File: config.mk
export PLATFORM = sky130hd
export DESIGN_NAME = rc_pulse_multi_switch
export DESIGN_NICKNAME = d
export VERILOG_FILES = /design/src/hw/rtl/rcpms_pkg.sv /design/src/hw/rtl/rcpms_classify.sv /design/src/hw/rtl/rc_pulse_multi_switch.sv
export SDC_FILE = /design/constraint.sdc
export NUM_CORES = 1
export LEC_CHECK = 0
export ABC_AREA = 1
export ABC_CLOCK_PERIOD_IN_PS = 3130
export BUFFER_PORTS_ARGS = -buffer_cell sky130_fd_sc_hd__buf_2
export CAP_MARGIN = 10
export CORE_ASPECT_RATIO = 1.25
export CORE_MARGIN = 5
export CORE_UTILIZATION = 55
export CTS_CLUSTER_SIZE = 30
export DETAILED_ROUTE_END_ITERATION = 8
export PLACE_DENSITY_LB_ADDON = 0.05
export SYNTH_ARGS = -nofsm -noshare
export SYNTH_HDL_FRONTEND = slang
export SYNTH_SLANG_ARGS = --single-unit
export TNS_END_PERCENT = 1
File: constraint.sdc
create_clock -name aclk -period 3.13 [get_ports aclk]
set_input_delay 0.626 -clock aclk [delete_from_list [all_inputs] [get_ports aclk]]
set_output_delay 0.626 -clock aclk [all_outputs]
set_load 0.02 [all_outputs]
File: src/hw/rtl/rcpms_pkg.sv
// ----------------------------------------------------------------------------
// rcpms_pkg
// shared types and constants of the servo pulse multi-switch
// ----------------------------------------------------------------------------
`default_nettype none

package rcpms_pkg;

    localparam int NUM_SWITCHES_DEF = 7;
    localparam int OUT_BITS         = 7;
    localparam int SEL_BITS         = 4;
    localparam int LEN_BITS         = 8;
    localparam int CFG_IDX_BITS     = 2;
    localparam int IN_TDATA_BITS    = 8;
    localparam int OUT_TDATA_BITS   = 24;

    localparam logic [LEN_BITS-1:0] FWD_THRESH_RST  = 8'd27;
    localparam logic [LEN_BITS-1:0] NEUT_UPPER_RST  = 8'd26;
    localparam logic [LEN_BITS-1:0] NEUT_LOWER_RST  = 8'd20;
    localparam logic [LEN_BITS-1:0] BACK_THRESH_RST = 8'd19;
    localparam logic [SEL_BITS-1:0] SEL_MAX         = 4'd15;

    typedef enum logic [CFG_IDX_BITS-1:0] {
        REG_FWD_THRESH  = 2'd0,
        REG_NEUT_UPPER  = 2'd1,
        REG_NEUT_LOWER  = 2'd2,
        REG_BACK_THRESH = 2'd3
    } cfg_reg_t;

    typedef enum logic [1:0] {
        DIR_UNDEF = 2'd0,
        DIR_BACK  = 2'd1,
        DIR_NEUT  = 2'd2,
        DIR_FWD   = 2'd3
    } dir_t;

    typedef struct packed {
        logic [LEN_BITS-1:0] fwd_thresh;
        logic [LEN_BITS-1:0] neut_upper;
        logic [LEN_BITS-1:0] neut_lower;
        logic [LEN_BITS-1:0] back_thresh;
    } thresh_t;

endpackage

`default_nettype wire

File: src/hw/rtl/rcpms_classify.sv
// ----------------------------------------------------------------------------
// rcpms_classify
// sorts a captured pulse length into backward, neutral, forward or undefined
// ----------------------------------------------------------------------------
`default_nettype none

module rcpms_classify (
    input  wire logic [rcpms_pkg::LEN_BITS-1:0] pulse_len,
    input  wire rcpms_pkg::thresh_t             thresh,
    output rcpms_pkg::dir_t                     dir
);
    import rcpms_pkg::*;

    // forward first, then neutral, then backward
    always_comb begin
        if (pulse_len > thresh.fwd_thresh) begin
            dir = DIR_FWD;
        end else if (pulse_len < thresh.neut_upper && pulse_len > thresh.neut_lower) begin
            dir = DIR_NEUT;
        end else if (pulse_len < thresh.back_thresh) begin
            dir = DIR_BACK;
        end else begin
            dir = DIR_UNDEF;
        end
    end

endmodule

`default_nettype wire

File: src/hw/rtl/rc_pulse_multi_switch.sv
// ----------------------------------------------------------------------------
// rc_pulse_multi_switch
// servo pulse decoder driving a row of toggled switch outputs
// ----------------------------------------------------------------------------
// Each input transaction is one sample of the pulse line at one timer tick and
// yields exactly one result transaction in the next cycle, with the switch
// state and selection after that tick plus the length and class of a pulse
// that ended on it. A new sample is taken every cycle unless a held result
// stalls: combinational edge, count and classify logic feeds the result
// register, which holds a result while m_tready is low, so throughput is one
// transaction per cycle when not stalled. The user writes thresholds via the
// cfg port only while the stream is idle; the block does not enforce this.
`default_nettype none

module rc_pulse_multi_switch #(
    parameter int NUM_SWITCHES = rcpms_pkg::NUM_SWITCHES_DEF
) (
    input  wire logic                                  aclk,
    input  wire logic                                  aresetn,
    input  wire logic                                  cfg_wr_en,
    input  wire logic [rcpms_pkg::CFG_IDX_BITS-1:0]    cfg_index,
    input  wire logic [rcpms_pkg::LEN_BITS-1:0]        cfg_data,
    input  wire logic                                  s_tvalid,
    output logic                                       s_tready,
    // [0] ppm_level
    input  wire logic [rcpms_pkg::IN_TDATA_BITS-1:0]   s_tdata,
    output logic                                       m_tvalid,
    input  wire logic                                  m_tready,
    // [6:0] switch_outputs, [10:7] selection, [12:11] pulse_direction,
    // [13] pulse_done, [21:14] captured pulse ticks
    output logic [rcpms_pkg::OUT_TDATA_BITS-1:0]       m_tdata
);
    import rcpms_pkg::*;

    localparam logic [SEL_BITS-1:0] NUM_SW = SEL_BITS'(NUM_SWITCHES);
    localparam logic [SEL_BITS-1:0] OUT_CNT = SEL_BITS'(OUT_BITS);

    thresh_t              thresh_reg;
    logic                 prev_level_reg, prev_level_next;
    logic                 armed_reg, armed_next;
    logic [LEN_BITS-1:0]  tick_reg, tick_next;
    dir_t                 last_dir_reg, last_dir_next;
    logic [SEL_BITS-1:0]  sel_reg, sel_next;
    logic [OUT_BITS-1:0]  sw_reg, sw_next;
    logic                 m_valid_reg;
    logic [OUT_TDATA_BITS-1:0] m_data_reg, m_data_next;

    logic                 in_acc;
    logic                 level;
    logic                 rise;
    logic                 fall;
    logic                 done;
    logic [LEN_BITS-1:0]  tick_inc;
    logic [SEL_BITS-1:0]  sel_m1;
    dir_t                 cur_dir;
    dir_t                 dir_out;
    logic [LEN_BITS-1:0]  len_out;

    assign s_tready = !m_valid_reg || m_tready;
    assign in_acc   = s_tvalid && s_tready;
    assign m_tvalid = m_valid_reg;
    assign m_tdata  = m_data_reg;

    assign level    = s_tdata[0];
    assign rise     = !prev_level_reg && level;
    assign fall     = prev_level_reg && !level;
    assign tick_inc = tick_reg + LEN_BITS'(1);
    assign sel_m1   = sel_reg - SEL_BITS'(1);

    rcpms_classify u_classify (
        .pulse_len (tick_inc),
        .thresh    (thresh_reg),
        .dir       (cur_dir)
    );

    always_comb begin
        prev_level_next = level;
        armed_next      = armed_reg;
        tick_next       = tick_inc;
        last_dir_next   = last_dir_reg;
        sel_next        = sel_reg;
        sw_next         = sw_reg;
        done            = 1'b0;
        dir_out         = DIR_UNDEF;
        len_out         = '0;
        if (rise && !armed_reg) begin
            tick_next  = '0;
            armed_next = 1'b1;
        end else if (fall && armed_reg) begin
            armed_next = 1'b0;
            done       = 1'b1;
            dir_out    = cur_dir;
            len_out    = tick_inc;
            if (last_dir_reg == DIR_NEUT && cur_dir == DIR_FWD) begin
                if (sel_reg <= NUM_SW && sel_reg < SEL_MAX) begin
                    sel_next = sel_reg + SEL_BITS'(1);
                end
            end else if (last_dir_reg == DIR_NEUT && cur_dir == DIR_BACK) begin
                if (sel_reg == '0) begin
                    sw_next = '0;
                end else if (sel_reg <= NUM_SW && sel_reg <= OUT_CNT) begin
                    sw_next = sw_reg ^ (OUT_BITS'(1) << sel_m1[2:0]);
                end
                sel_next = '0;
            end
            if (cur_dir != DIR_UNDEF) begin
                last_dir_next = cur_dir;
            end
        end
        m_data_next = {2'b00, len_out, done, dir_out, sel_next, sw_next};
    end

    always_ff @(posedge aclk) begin
        if (!aresetn) begin
            thresh_reg.fwd_thresh  <= FWD_THRESH_RST;
            thresh_reg.neut_upper  <= NEUT_UPPER_RST;
            thresh_reg.neut_lower  <= NEUT_LOWER_RST;
            thresh_reg.back_thresh <= BACK_THRESH_RST;
        end else if (cfg_wr_en) begin
            case (cfg_reg_t'(cfg_index))
                REG_FWD_THRESH:  thresh_reg.fwd_thresh  <= cfg_data;
                REG_NEUT_UPPER:  thresh_reg.neut_upper  <= cfg_data;
                REG_NEUT_LOWER:  thresh_reg.neut_lower  <= cfg_data;
                REG_BACK_THRESH: thresh_reg.back_thresh <= cfg_data;
                default: ;
            endcase
        end
    end

    always_ff @(posedge aclk) begin
        if (!aresetn) begin
            prev_level_reg <= 1'b0;
            armed_reg      <= 1'b0;
            tick_reg       <= '0;
            last_dir_reg   <= DIR_UNDEF;
            sel_reg        <= '0;
            sw_reg         <= '0;
            m_valid_reg    <= 1'b0;
        end else begin
            if (in_acc) begin
                prev_level_reg <= prev_level_next;
                armed_reg      <= armed_next;
                tick_reg       <= tick_next;
                last_dir_reg   <= last_dir_next;
                sel_reg        <= sel_next;
                sw_reg         <= sw_next;
                m_valid_reg    <= 1'b1;
            end else if (m_tready) begin
                m_valid_reg    <= 1'b0;
            end
        end
    end

    always_ff @(posedge aclk) begin
        if (in_acc) begin
            m_data_reg <= m_data_next;
        end
    end

    // selection never passes one beyond the last switch
    a_sel_bound: assert property (@(posedge aclk) disable iff (!aresetn)
        {1'b0, sel_reg} <= (SEL_BITS+1)'(NUM_SWITCHES + 1))
        else $error("selection beyond ceiling");

    // a captured pulse disarms the capture
    a_disarm: assert property (@(posedge aclk) disable iff (!aresetn)
        (in_acc && fall && armed_reg) |=> !armed_reg)
        else $error("capture still armed after pulse end");

    // an arming edge restarts the tick counter
    a_tick_clear: assert property (@(posedge aclk) disable iff (!aresetn)
        (in_acc && rise && !armed_reg) |=> (armed_reg && tick_reg == '0))
        else $error("tick counter not cleared on rising edge");

    // switch state only moves with an input transaction
    a_sw_hold: assert property (@(posedge aclk) disable iff (!aresetn)
        !in_acc |=> $stable(sw_reg))
        else $error("switch outputs changed without a transaction");

endmodule

`default_nettype wire
### Word-level counts from Yosys, hierarchy flattened

Index checks and enable logic that the tools add are counted.

* flip-flop bits (word level): 78
* bits in latches: 0
* bits in writable memories: 0
* ROM bits: 0
* logic and storage cells: 79
* memories: 0

* add/subtract/negate cells: 3
* $mul: 0
* divide/modulo/power cells: 0
* magnitude comparators: 6
* equality and inequality tests: 6
* shifts and indexed selects: 1
* muxes and demuxes: 20
* bitwise operators: 3
* reduce and logical (&&, ||, !) cells: 26

Operator list (count)
* $mux W7: 6
* $mux W4: 5
* $gt A8 B8 Y1: 2
* $lt A8 B8 Y1: 2
* $reduce_and A2 Y1: 5
* $logic_and A1 B1 Y1: 9
* $add A8 B1 Y8 const B: 1
* $eq A2 B2 Y1 const B: 4
* $mux W8: 1
* $shl A1 B3 Y7 const A: 1
* $xor A7 B7 Y7: 1
* $mux W1: 6
* $reduce_bool A2 Y1: 3
* $add A4 B1 Y4 const B: 1
* $eq A2 B1 Y1 const B: 2
* $le A4 B3 Y1 const B: 1
* $logic_not A1 Y1: 4
* $logic_not A4 Y1: 1
* $lt A4 B4 Y1 const B: 1
* $mux W2: 2
* $reduce_and A4 Y1: 1
* $sub A3 B1 Y3 const B: 1
* $logic_not A2 Y1: 1
* $not A1 Y1: 2
* 2 further kinds: 2

### Logic depth before layout (Yosys ltp)

Gate-level depths: netlist (run 1).

* word-level depth: 11
* gate-level depth with buffers: 20

### Modules after synthesis

From an unflattened synthesis (run 1), not the netlist that was laid out.

* cells, all modules: 541
* area, all modules: 4326.6 um^2

By module, submodules not included
* rc_pulse_multi_switch: instances 1, cells an instance 408, area an instance 3525.9 um^2
* rcpms_classify: instances 1, cells an instance 133, area an instance 800.8 um^2

### Worst setup path before layout (run 1)

Ideal clock, no wire load.

* path type: register -> register
* from: reg tick_reg[0]
* to: reg m_data_reg[3], in the netlist m_tdata[3] (data pin)
* data arrival time: 2.382 ns
* required time: 2.873 ns
* slack: 0.491 ns
* cell stages (with the launch flop): 16
* buffers on the path: 0
* period minus slack after synthesis: 2.639 ns
* cell sequence: dfxtp_1 > ha_1 > nand3_1 > nand3b_1 > xor2_1 > inv_1 > ha_1 > nand2_1 > nor2_2 > nand4_1 > nand2_1 > nand2_2 > nor2_8 > nand2_4 > nand2_1 > nand2_1

* word-level cells in the longest chain between the ends: 11
* elaborated cells on any way between the ends: 17

RTL lines
* from (decl): line rc_pulse_multi_switch.sv:41 `logic [LEN_BITS-1:0] tick_reg, tick_next;`
* from (signal assigned): line rc_pulse_multi_switch.sv:143 `tick_reg <= tick_next;`
* $add A8 B1 Y8 *: line rc_pulse_multi_switch.sv:67 `assign tick_inc = tick_reg + LEN_BITS'(1);`
* net tick_inc[6]: line rc_pulse_multi_switch.sv:53 `logic [LEN_BITS-1:0] tick_inc;`
* $lt A8 B8 Y1 (tied with other cells): line rcpms_classify.sv:20 `end else if (pulse_len < thresh.back_thresh) begin`
* $mux W1 or $logic_and A1 B1 Y1 (tied branches): line rcpms_classify.sv:20, rcpms_classify.sv:18
* $mux W2: line rcpms_classify.sv:18 `end else if (pulse_len < thresh.neut_upper && pulse_len > thresh.neut_lower) begin`
* $mux W2 *: line rcpms_classify.sv:16 `if (pulse_len > thresh.fwd_thresh) begin`
* $eq A2 B1 Y1: line rc_pulse_multi_switch.sv:98 `end else if (last_dir_reg == DIR_NEUT && cur_dir == DIR_BACK) begin`
* $logic_and A1 B1 Y1: line rc_pulse_multi_switch.sv:98
* $mux W7: line rc_pulse_multi_switch.sv:98
* $mux W7 *: line rc_pulse_multi_switch.sv:94 `if (last_dir_reg == DIR_NEUT && cur_dir == DIR_FWD) begin`
* $mux W7 *: line rc_pulse_multi_switch.sv:89 `end else if (fall && armed_reg) begin`
* $mux W7 *: line rc_pulse_multi_switch.sv:86 `if (rise && !armed_reg) begin`
* net sw_next[3]: line rc_pulse_multi_switch.sv:44 `logic [OUT_BITS-1:0] sw_reg, sw_next;`
* to (signal assigned): line rc_pulse_multi_switch.sv:156 `m_data_reg <= m_data_next;`
* to (decl): line rc_pulse_multi_switch.sv:46 `logic [OUT_TDATA_BITS-1:0] m_data_reg, m_data_next;`

The timed path passes the listed nets; every way through them passes the cells marked *.
A chain may end at the register's enable or synchronous reset.

### Worst setup path in the final report (run 1)

* from: reg tick_reg[1]
* to: reg m_data_reg[7], in the netlist m_tdata[7] (data pin)

* word-level cells in the longest chain between the ends: 11
* elaborated cells on any way between the ends: 17

RTL lines
* $add A8 B1 Y8 *: line rc_pulse_multi_switch.sv:67
* net tick_inc[7]: line rc_pulse_multi_switch.sv:53
* $lt A8 B8 Y1 (tied with other cells): line rcpms_classify.sv:20
* $mux W1 or $logic_and A1 B1 Y1 (tied branches): line rcpms_classify.sv:20, rcpms_classify.sv:18
* $mux W2: line rcpms_classify.sv:18
* $mux W2 *: line rcpms_classify.sv:16
* $eq A2 B1 Y1: line rc_pulse_multi_switch.sv:98
* $logic_and A1 B1 Y1: line rc_pulse_multi_switch.sv:98
* $mux W4: line rc_pulse_multi_switch.sv:98
* $mux W4 *: line rc_pulse_multi_switch.sv:94
* $mux W4 *: line rc_pulse_multi_switch.sv:89
* $mux W4 *: line rc_pulse_multi_switch.sv:86
* net sel_next[0]: line rc_pulse_multi_switch.sv:43 `logic [SEL_BITS-1:0] sel_reg, sel_next;`

Marked as above.

==> results of run 1 <==
-- synth_stat cells --
master | count | area (sq um)
buf_2 | 1 | 5.00
nand3_1 | 26 | 130
a21boi_0 | 1 | 7.51
o21bai_1 | 1 | 7.51
clkbuf_8 | 3 | 41.3
edfxtp_1 | 22 | 661
conb_1 | 1 | 3.75
inv_1 | 84 | 315
nor2_1 | 37 | 139
xor2_1 | 10 | 87.6
o21ai_0 | 32 | 160
nor2_8 | 1 | 20.0
ha_1 | 37 | 463
nor3_4 | 1 | 16.3
a31oi_1 | 2 | 12.5
nor3_1 | 2 | 10.0
nand2_1 | 103 | 387
o21a_1 | 2 | 15.0
a31o_2 | 1 | 8.76
a211oi_1 | 3 | 22.5
nor2_2 | 1 | 6.26
a21oi_1 | 48 | 240
buf_4 | 3 | 22.5
nand2_4 | 2 | 22.5
nand2_2 | 6 | 37.5
or2_2 | 1 | 6.26
o211ai_1 | 8 | 60.1
nand3_2 | 1 | 10.0
a22oi_1 | 2 | 15.0
clkbuf_1 | 6 | 22.5
nand4_1 | 10 | 62.6
a21oi_4 | 1 | 16.3
buf_1 | 1 | 3.75
clkinv_1 | 1 | 3.75
dfxtp_1 | 56 | 1120
nand3b_1 | 1 | 7.51
a21o_1 | 1 | 7.51
-- cell usage in the layout, fill, tap and decap left out, types with 8 or more instances in the layout --
| master | synthesis | routed |
|---|---|---|
| buf_4 | 3 | 10 |
| nand4_1 | 10 | 10 |
| o211ai_1 | 8 | 8 |
| xor2_1 | 10 | 9 |
| nand2_1 | 103 | 103 |
| inv_1 | 84 | 82 |
| nor2_1 | 37 | 36 |
| ha_1 | 37 | 37 |
| edfxtp_1 | 22 | 22 |
| nand3_1 | 26 | 26 |
| dfxtp_1 | 56 | 54 |
| clkbuf_8 | 3 | 9 |
| a21oi_1 | 48 | 48 |
| o21ai_0 | 32 | 32 |
| buf_2 | 1 | 39 |
-- through the flow --
stage / utilization / area, sq um / setup WS (ns) / total power, mW
final: 0.633 / 4680 / 0.205 / 2.13
after CTS: 0.627 / 4640 / 0.145 / 2.16
after global placement: 0.601 / 4450 / 0.216 / 1.43
after floorplan: - / 4180 / 0.491 / 1.35
after detailed placement: 0.601 / 4450 / 0.160 / 1.44
after global routing: 0.633 / 4680 / -0.0280 / 2.26
-- cell families (layout without fill, tap and decap cells) --
family,count (synthesis),count (layout),share of synthesized area
flops,78,78,0.426
compound gates,102,102,0.137
other cells,1,2,0.000898
xor+xnor,10,10,0.0210
simple gates,192,193,0.205
buf+inv,99,150,0.0991
fa+ha+maj,37,37,0.111
-- routing by layer --
layer | global-route usage | vias to the layer above | routed length (microns)
li1 | - | 1793 | -
met1 | 0.221 | 1548 | 3670
met2 | 0.353 | 89 | 4510
met3 | 0.0467 | 11 | 445
met4 | 0.0680 | 0 | 146
met5 | 0 | - | 0
-- power by group --
part           total (mW)  switching [mW]  internal (mW)  leakage, nW
Sequential           1.11          0.0212           1.09        0.683
Combinational       0.300           0.201         0.0983         1.53
Clock               0.721           0.359          0.361       0.0863
-- final timing paths --
path	slack, ns	startpoint	to	cells after the start
worst max-delay path	0.20	tick_reg[1]	m_tdata[7]	16
worst min-delay path	0.44	prev_level_reg	armed_reg	1
worst max register to register	0.20	tick_reg[1]	m_tdata[7]	16
worst min register to register	0.44	prev_level_reg	armed_reg	1
-- worst max-delay path, cell delays in order, from the launching register on --
cell and delay (ns):
dfxtp_1 0.36, nand3_1 0.12, inv_1 0.09, nand4_1 0.10, nor2_1 0.16, xor2_1 0.27, inv_2 0.13, ha_1 0.31
nand2_1 0.09, nor2_2 0.13, nand4_1 0.15, nand2_1 0.18, nand2_2 0.16, o21ai_0 0.23, nand2_1 0.07, nand2_1 0.09
inv_1 0.04
-- layout make-up --
cell class,count,share of cell area
multi-input combinational,344,0.428
sequential,78,0.381
inverter,85,0.0681
timing repair buffer,49,0.0577
clock buffer,9,0.0264
tap,92,0.0246
clock inverter,7,0.0139
-- repair_timing --
action,CTS,global route
setup buffers,0,3
endpoints found under the setup margin,0,19
gates resized for setup,0,6
hold buffers,0,0
==> metrics.yaml, run 1 <==
cp-end-kind: "flip-flop"
drive_gt1_frac: 0.149
hold_class: "flip-flop to flip-flop"
area_growth_pct: 12.1
grt_start_max_net_pins: 41
n_fill_cell: 659
die_h_microns: 107
wl_per_cell_microns: 13.2
grt_usage: 0.196
dp.cells: 644
syn_inst: 519
syn_area_per_cell_sq_um: 8.05
die_x_microns: 88.0
cts_htree_levels: 3
ioPinCount: 49
ys_seq_elements: 78
start_util: 0.564
antenna_found_initial: 0
vias_per_cell: 5.18
ys_types: 37
port_buffers: 39
grt_pass1_vias: 3225
wl_microns: 8780
cp-start-kind: "flip-flop"
grt_pass1_wl_microns: 14300
clkSinkCount: 78
path_clk_slew_ns: 0.08
worst_pin_slew_ns: 0.814
core_sq_um: 7400
period_needed_ns: 2.93
drtIter0Drc: 192
power_density_nw_per_um2: 456
cts_tree: "yes"
die-area_sq_um: 9450
largest_reg_flops: 32
holdWs_ns: 0.443
netlist_area_sq_um: 4180
multi_input_area_sq_um: 2010
path_max_fanout: 5
row_count: 35
critical_path_arrival_ns: 3.03
setup_viol: 0
finalHoldViolCount: 0
final_cells: 664
first_pass_iters: 7
seqCellArea_sq_um: 1780
seq_area_frac_synth: 0.426
grt_overflow: 0
cts-root-buf: "clkbuf_8"
max_freq_mhz: 342
n_antenna_cell: 0
hpwl_microns: 6420
fin_worst_skew_ns: 0.00474
ant_nets: 0
p_leak_nw: 2.30
nNetsFinal: 627
synth_warnings: 0
worstPathRequired_ns: 3.23
finalCritPeriodShare: 0.935
worstSetupPathType: "flip-flop to flip-flop"
cts-buffers-inserted: 9
slew_headroom: 0.457
drv_slew: 0
num_vias: 3441
clock_latency_ns: 0.34
drc: 0
tns_ns: 0
status: "complete, no violations"
max_cap_violations: 0
worst_ir_drop_vdd_uv: 415
cts_max_path_buffers: 2
place.gp.congestion: 0.814
Note: power is estimated with default switching activity, not from simulation.
==> run 2: changes to the inputs <==
- RECOVER_POWER: default -> 25
==> run 2 against run 1 <==
Critical path depth is the same. Clock-buffer cell count is the same. Sequential power is essentially flat. Wire length grew 0.22%. Non-clock buffer count is the same. Global-route usage is the same. Maximum frequency shrank 0.57%. Core utilization shrank 0.14 points. Via count shrank 0.12%. Sequential cell count is the same. Cell count is the same. First-iteration DRC count grew 0.52%. Critical endpoint unchanged.
==> metrics.yaml, run 2 (synthesis results as in run 1) <==
vias_per_cell: 5.18
grt_usage: 0.196
ant_nets: 0
power_mw: 2.13
cp-start-kind: "flip-flop"
max_cap_violations: 0
clock_latency_ns: 0.34
final_cells: 664
worst_ir_drop_vdd_uv: 415
grt_start_max_net_pins: 41
worstPathRequired_ns: 3.23
multi_input_area_sq_um: 2010
holdWs_ns: 0.443
antenna_found_initial: 0
grt_pass1_vias: 3225
cts_htree_levels: 3
power_density_nw_per_um2: 457
finalCritPeriodShare: 0.940
num_vias: 3437
cts_tree: "yes"
worstSetupPathType: "flip-flop to flip-flop"
finalHoldViolCount: 0
die-area_sq_um: 9450
core_sq_um: 7400
n_fill_cell: 660
ioPinCount: 49
tns_ns: 0
seqCellArea_sq_um: 1780
wl_microns: 8790
drive_gt1_frac: 0.142
nNetsFinal: 627
place.gp.congestion: 0.814
drtIter0Drc: 193
period_needed_ns: 2.94
critical_path_arrival_ns: 3.04
slew_headroom: 0.163
largest_reg_flops: 32
wl_per_cell_microns: 13.2
max_freq_mhz: 340
utilization: 0.632
clkSinkCount: 78
drc: 0
worst_pin_slew_ns: 1.26
die_h_microns: 107
dp.cells: 644
die_x_microns: 88.0
mostFrequentLayoutCells: "103 x nand2_1, 82 x inv_1, 54 x dfxtp_1"
path_clk_slew_ns: 0.08
start_util: 0.564
hold_class: "flip-flop to flip-flop"
cts-root-buf: "clkbuf_8"
drv_slew: 0
path_max_fanout: 5
port_buffers: 39
p_leak_nw: 2.29
setup_viol: 0
area_growth_pct: 11.9
layout_commonest_cell: "nand2_1"
row_count: 35
grt_overflow: 0
fin_worst_skew_ns: 0.00485
first_pass_iters: 5
status: "complete, no violations"
n_antenna_cell: 0
cts_max_path_buffers: 2
hpwl_microns: 6420
cts-buffers-inserted: 9
cp-end-kind: "flip-flop"
grt_pass1_wl_microns: 14300
## run 2: changes by cell type in the layout (fill, tap and decap cells not counted), sizes merged
cell,before,now
clkbuf,9,13
buf,49,45
## run 2: final timing paths
check / start / endpoint / slack [ns] / cells after the start
worst max-delay path: tick_reg[1] / m_tdata[7] / 0.19 / 16
worst max register to register: tick_reg[1] / m_tdata[7] / 0.19 / 16
worst min-delay path: prev_level_reg / armed_reg / 0.44 / 1
worst min register to register: prev_level_reg / armed_reg / 0.44 / 1
## run 2: critical path: stages, from the launching register on
cell and delay (ns):
dfxtp_1 0.36, nand3_1 0.12, inv_1 0.09, nand4_1 0.10, nor2_1 0.16, xor2_1 0.27, inv_2 0.13, ha_1 0.31
nand2_1 0.09, nor2_2 0.13, nand4_1 0.15, nand2_1 0.18, nand2_2 0.16, o21ai_0 0.25, nand2_1 0.07, nand2_1 0.09
inv_1 0.04
## run 2: area by class of cell
type,instances,area share
Tap cell,92,0.0246
Multi-Input combinational cell,344,0.429
Timing Repair Buffer,49,0.0557
Clock inverter,7,0.0139
Clock buffer,9,0.0265
Inverter,85,0.0683
Sequential cell,78,0.382
## run 2: routing by layer
layer	vias up	track usage	part of all wire
li1	1794	-	-
met1	1540	0.221	0.42
met2	90	0.353	0.51
met3	13	0.0467	0.052
met4	0	0.0680	0.018
met5	-	0	0
## run 2: repair_timing
item | 4_1_cts | 5_1_grt
hold buffers | 0 | 0
hold endpoints to repair | 0 | 0
endpoints found under the setup margin | 0 | 19
setup buffers | 0 | 3
gates resized for setup | 0 | 6
## run 2: stage by stage
step	setup WS, ns	area (sq um)
after floorplan	0.491	4180
after global placement	0.216	4450
after detailed placement	0.160	4450
after CTS	0.145	4640
after global routing	-0.0280	4670
final	0.188	4670
## run 2: where the power goes
group / switching [mW] / internal (mW) / total [mW]
combinational: 0.202 / 0.0972 / 0.299
sequential: 0.0212 / 1.09 / 1.11
clock: 0.360 / 0.361 / 0.721
==> run 3: changes to the inputs <==
- SYNTH_HIERARCHICAL: default -> 1
==> run 3 against run 2 <==
Critical path type unchanged. Via count up 2.6%. Maximum frequency is 2.6% lower. Clock-buffer cell count grew 6. Sequential cell count unchanged. Worst setup slack worse by 0.080 ns. Cell count increased by 5.3%. Clock power decreased by 5.1%.
==> metrics.yaml, run 3 <==
status: "complete, no violations"
port_buffers: 39
netlist.area_leader.share: 0.259
wl_microns: 9130
worst_ir_drop_vdd_uv: 324
n_antenna_cell: 0
ant_nets: 0
seq_area_frac_synth: 0.412
mostFrequentLayoutCells: "101 x nand2_1, 83 x inv_1, 69 x nor2_1"
die_x_microns: 89.3
synth-main-ff-cell: "dfxtp_1"
cts_htree_levels: 3
finalHoldViolCount: 0
cts_hold_buf: 0
synth_area_leaders: "dfxtp_1 26%, edfxtp_1 15%, ha_1 10%, nand2_1 8.9%, inv_1 7.2%"
first_pass_iters: 4
cts_tree: "yes"
area_growth_pct: 14.3
critical_path_arrival_ns: 3.13
cp-start-kind: "flip-flop"
layout_commonest_cell: "nand2_1"
synth_warnings: 6
drive_gt1_frac: 0.222
worst_path_most_repeated_cell: "nand2_1"
postLayoutCellArea_sq_um: 4940
p_leak_nw: 2.39
power_mw: 2.10
vias_per_cell: 5.05
die_h_microns: 109
syn_inst: 541
max_stage_delay_ns: 0.38
yosysMostFrequentCell: "nand2_1"
cp-end-kind: "flip-flop"
grt_overflow: 0
path_max_fanout: 7
cts-buffers-inserted: 9
max_freq_mhz: 331
ys_types: 39
rrSetupSlack_ns: 0.11
crit_chain: "ha_4, nand4_1, xor2_1, buf_4, ha_1, nand2_1, nor2_2, and2_1, nor2_1, nand3_2, nand2_1, nand2_2, nand2_1, nor2_4, inv_2, nor2_4, nand3_4, nand3_2, inv_1"
nNetsFinal: 658
start_util: 0.558
worst_path_max_delay_cell: "dfxtp_4"
max_cap_violations: 0
row_count: 36
grt_pass1_wl_microns: 15200
clock_latency_ns: 0.35
grt_usage: 0.202
worst_pin_slew_ns: 0.989
finalCritPeriodShare: 0.965
clkSinkCount: 78
hold_class: "flip-flop to flip-flop"
num_vias: 3527
drv_slew: 0
yosysTopAreaCell: "dfxtp_1"
cts-root-buf: "clkbuf_8"
worstPathRequired_ns: 3.24
drtIter0Drc: 125
drc: 0
setup_viol: 0
synth_edf_count: 22
power_density_nw_per_um2: 424
hpwl_microns: 6750
ioPinCount: 49
largest_reg_flops: 32
slew_headroom: 0.339
period_needed_ns: 3.02
grt_pass1_vias: 3418
setup_ws_ns: 0.109
syn_area_per_cell_sq_um: 8.00
die-area_sq_um: 9750
grt_start_max_net_pins: 45
cts_max_path_buffers: 2
fin_worst_skew_ns: 0.00764
wl_per_cell_microns: 13.1
place.gp.congestion: 0.866
path_clk_slew_ns: 0.07
netlist_area_sq_um: 4330
ys_top_cells_by_count: "103 x nand2_1, 83 x inv_1, 70 x nor2_1, 56 x dfxtp_1, 36 x ha_1"
antenna_found_initial: 0
ys_seq_elements: 78
worstSetupPathType: "flip-flop to flip-flop"
place_area_sq_um: 4710
utilization: 0.638
dp_worst_setup_slack_ns: 0.0637
synthArstFlopShare: 0
core_sq_um: 7750
n_fill_cell: 729
## run 3: logic make-up (layout without fill, tap and decap cells)
kind of cell	after synthesis	count (layout)	synth area share
fa+ha+maj	36	36	0.104
other cells	1	2	0.000867
xor+xnor	4	4	0.00810
buf+inv	102	164	0.0931
compound gates	86	86	0.119
simple gates	234	234	0.263
flops	78	78	0.412
## run 3: worst max-delay path: cells and delay by family (launching register included)
kind | cells | cell delay (ns)
AND/OR/NAND/NOR | 13 | 1.49
adder cells (fa/ha/maj) | 2 | 0.42
flip-flops | 1 | 0.38
buffers and inverters | 3 | 0.27
XOR/XNOR | 1 | 0.18
## run 3: through the flow
stage               hold WS [ns]  std cells  setup TNS (ns)
floorplan                  0.429        542               0
global placement           0.439        681               0
detailed placement         0.444        681               0
CTS                        0.464        697               0
global route               0.488        699          -0.471
finish                     0.461        699               0
## run 3: metal layers
metal / wire length [microns] / share of wire / track usage
met1: 3980 / 0.44 / 0.232
met2: 4650 / 0.51 / 0.360
met3: 311 / 0.034 / 0.0340
met4: 180 / 0.020 / 0.0904
met5: 0 / 0 / 0
## run 3: power by group
group / leakage (nW) / switching [mW] / total, mW / internal (mW)
sequential: 0.683 / 0.0303 / 1.12 / 1.09
combinational: 1.62 / 0.192 / 0.290 / 0.0985
clock: 0.0877 / 0.351 / 0.684 / 0.332
total: 2.39 / 0.573 / 2.10 / 1.52
## run 3: repair_timing
item,CTS,global route
resized for setup,0,17
setup endpoints to repair,0,19
buffers inserted,0,2
## run 3: final timing paths
check,from,to,cells past startpoint
hold reg to reg,thresh_reg[28],thresh_reg[28],2
setup reg to reg,tick_reg[0],m_tdata[0],19
hold / removal,thresh_reg[28],thresh_reg[28],2
setup / recovery,tick_reg[0],m_tdata[0],19
## run 3: final cells by class
cell class / count / area [sq um] / share of cell area
clock buffers: 15 / 166 / 0.0337
clock inverters: 1 / 5.00 / 0.00101
repair buffers: 58 / 338 / 0.0683
multi-input cells: 362 / 2190 / 0.443
inverters: 90 / 338 / 0.0683
well taps: 95 / 119 / 0.0240
flip-flops and latches: 78 / 1790 / 0.361
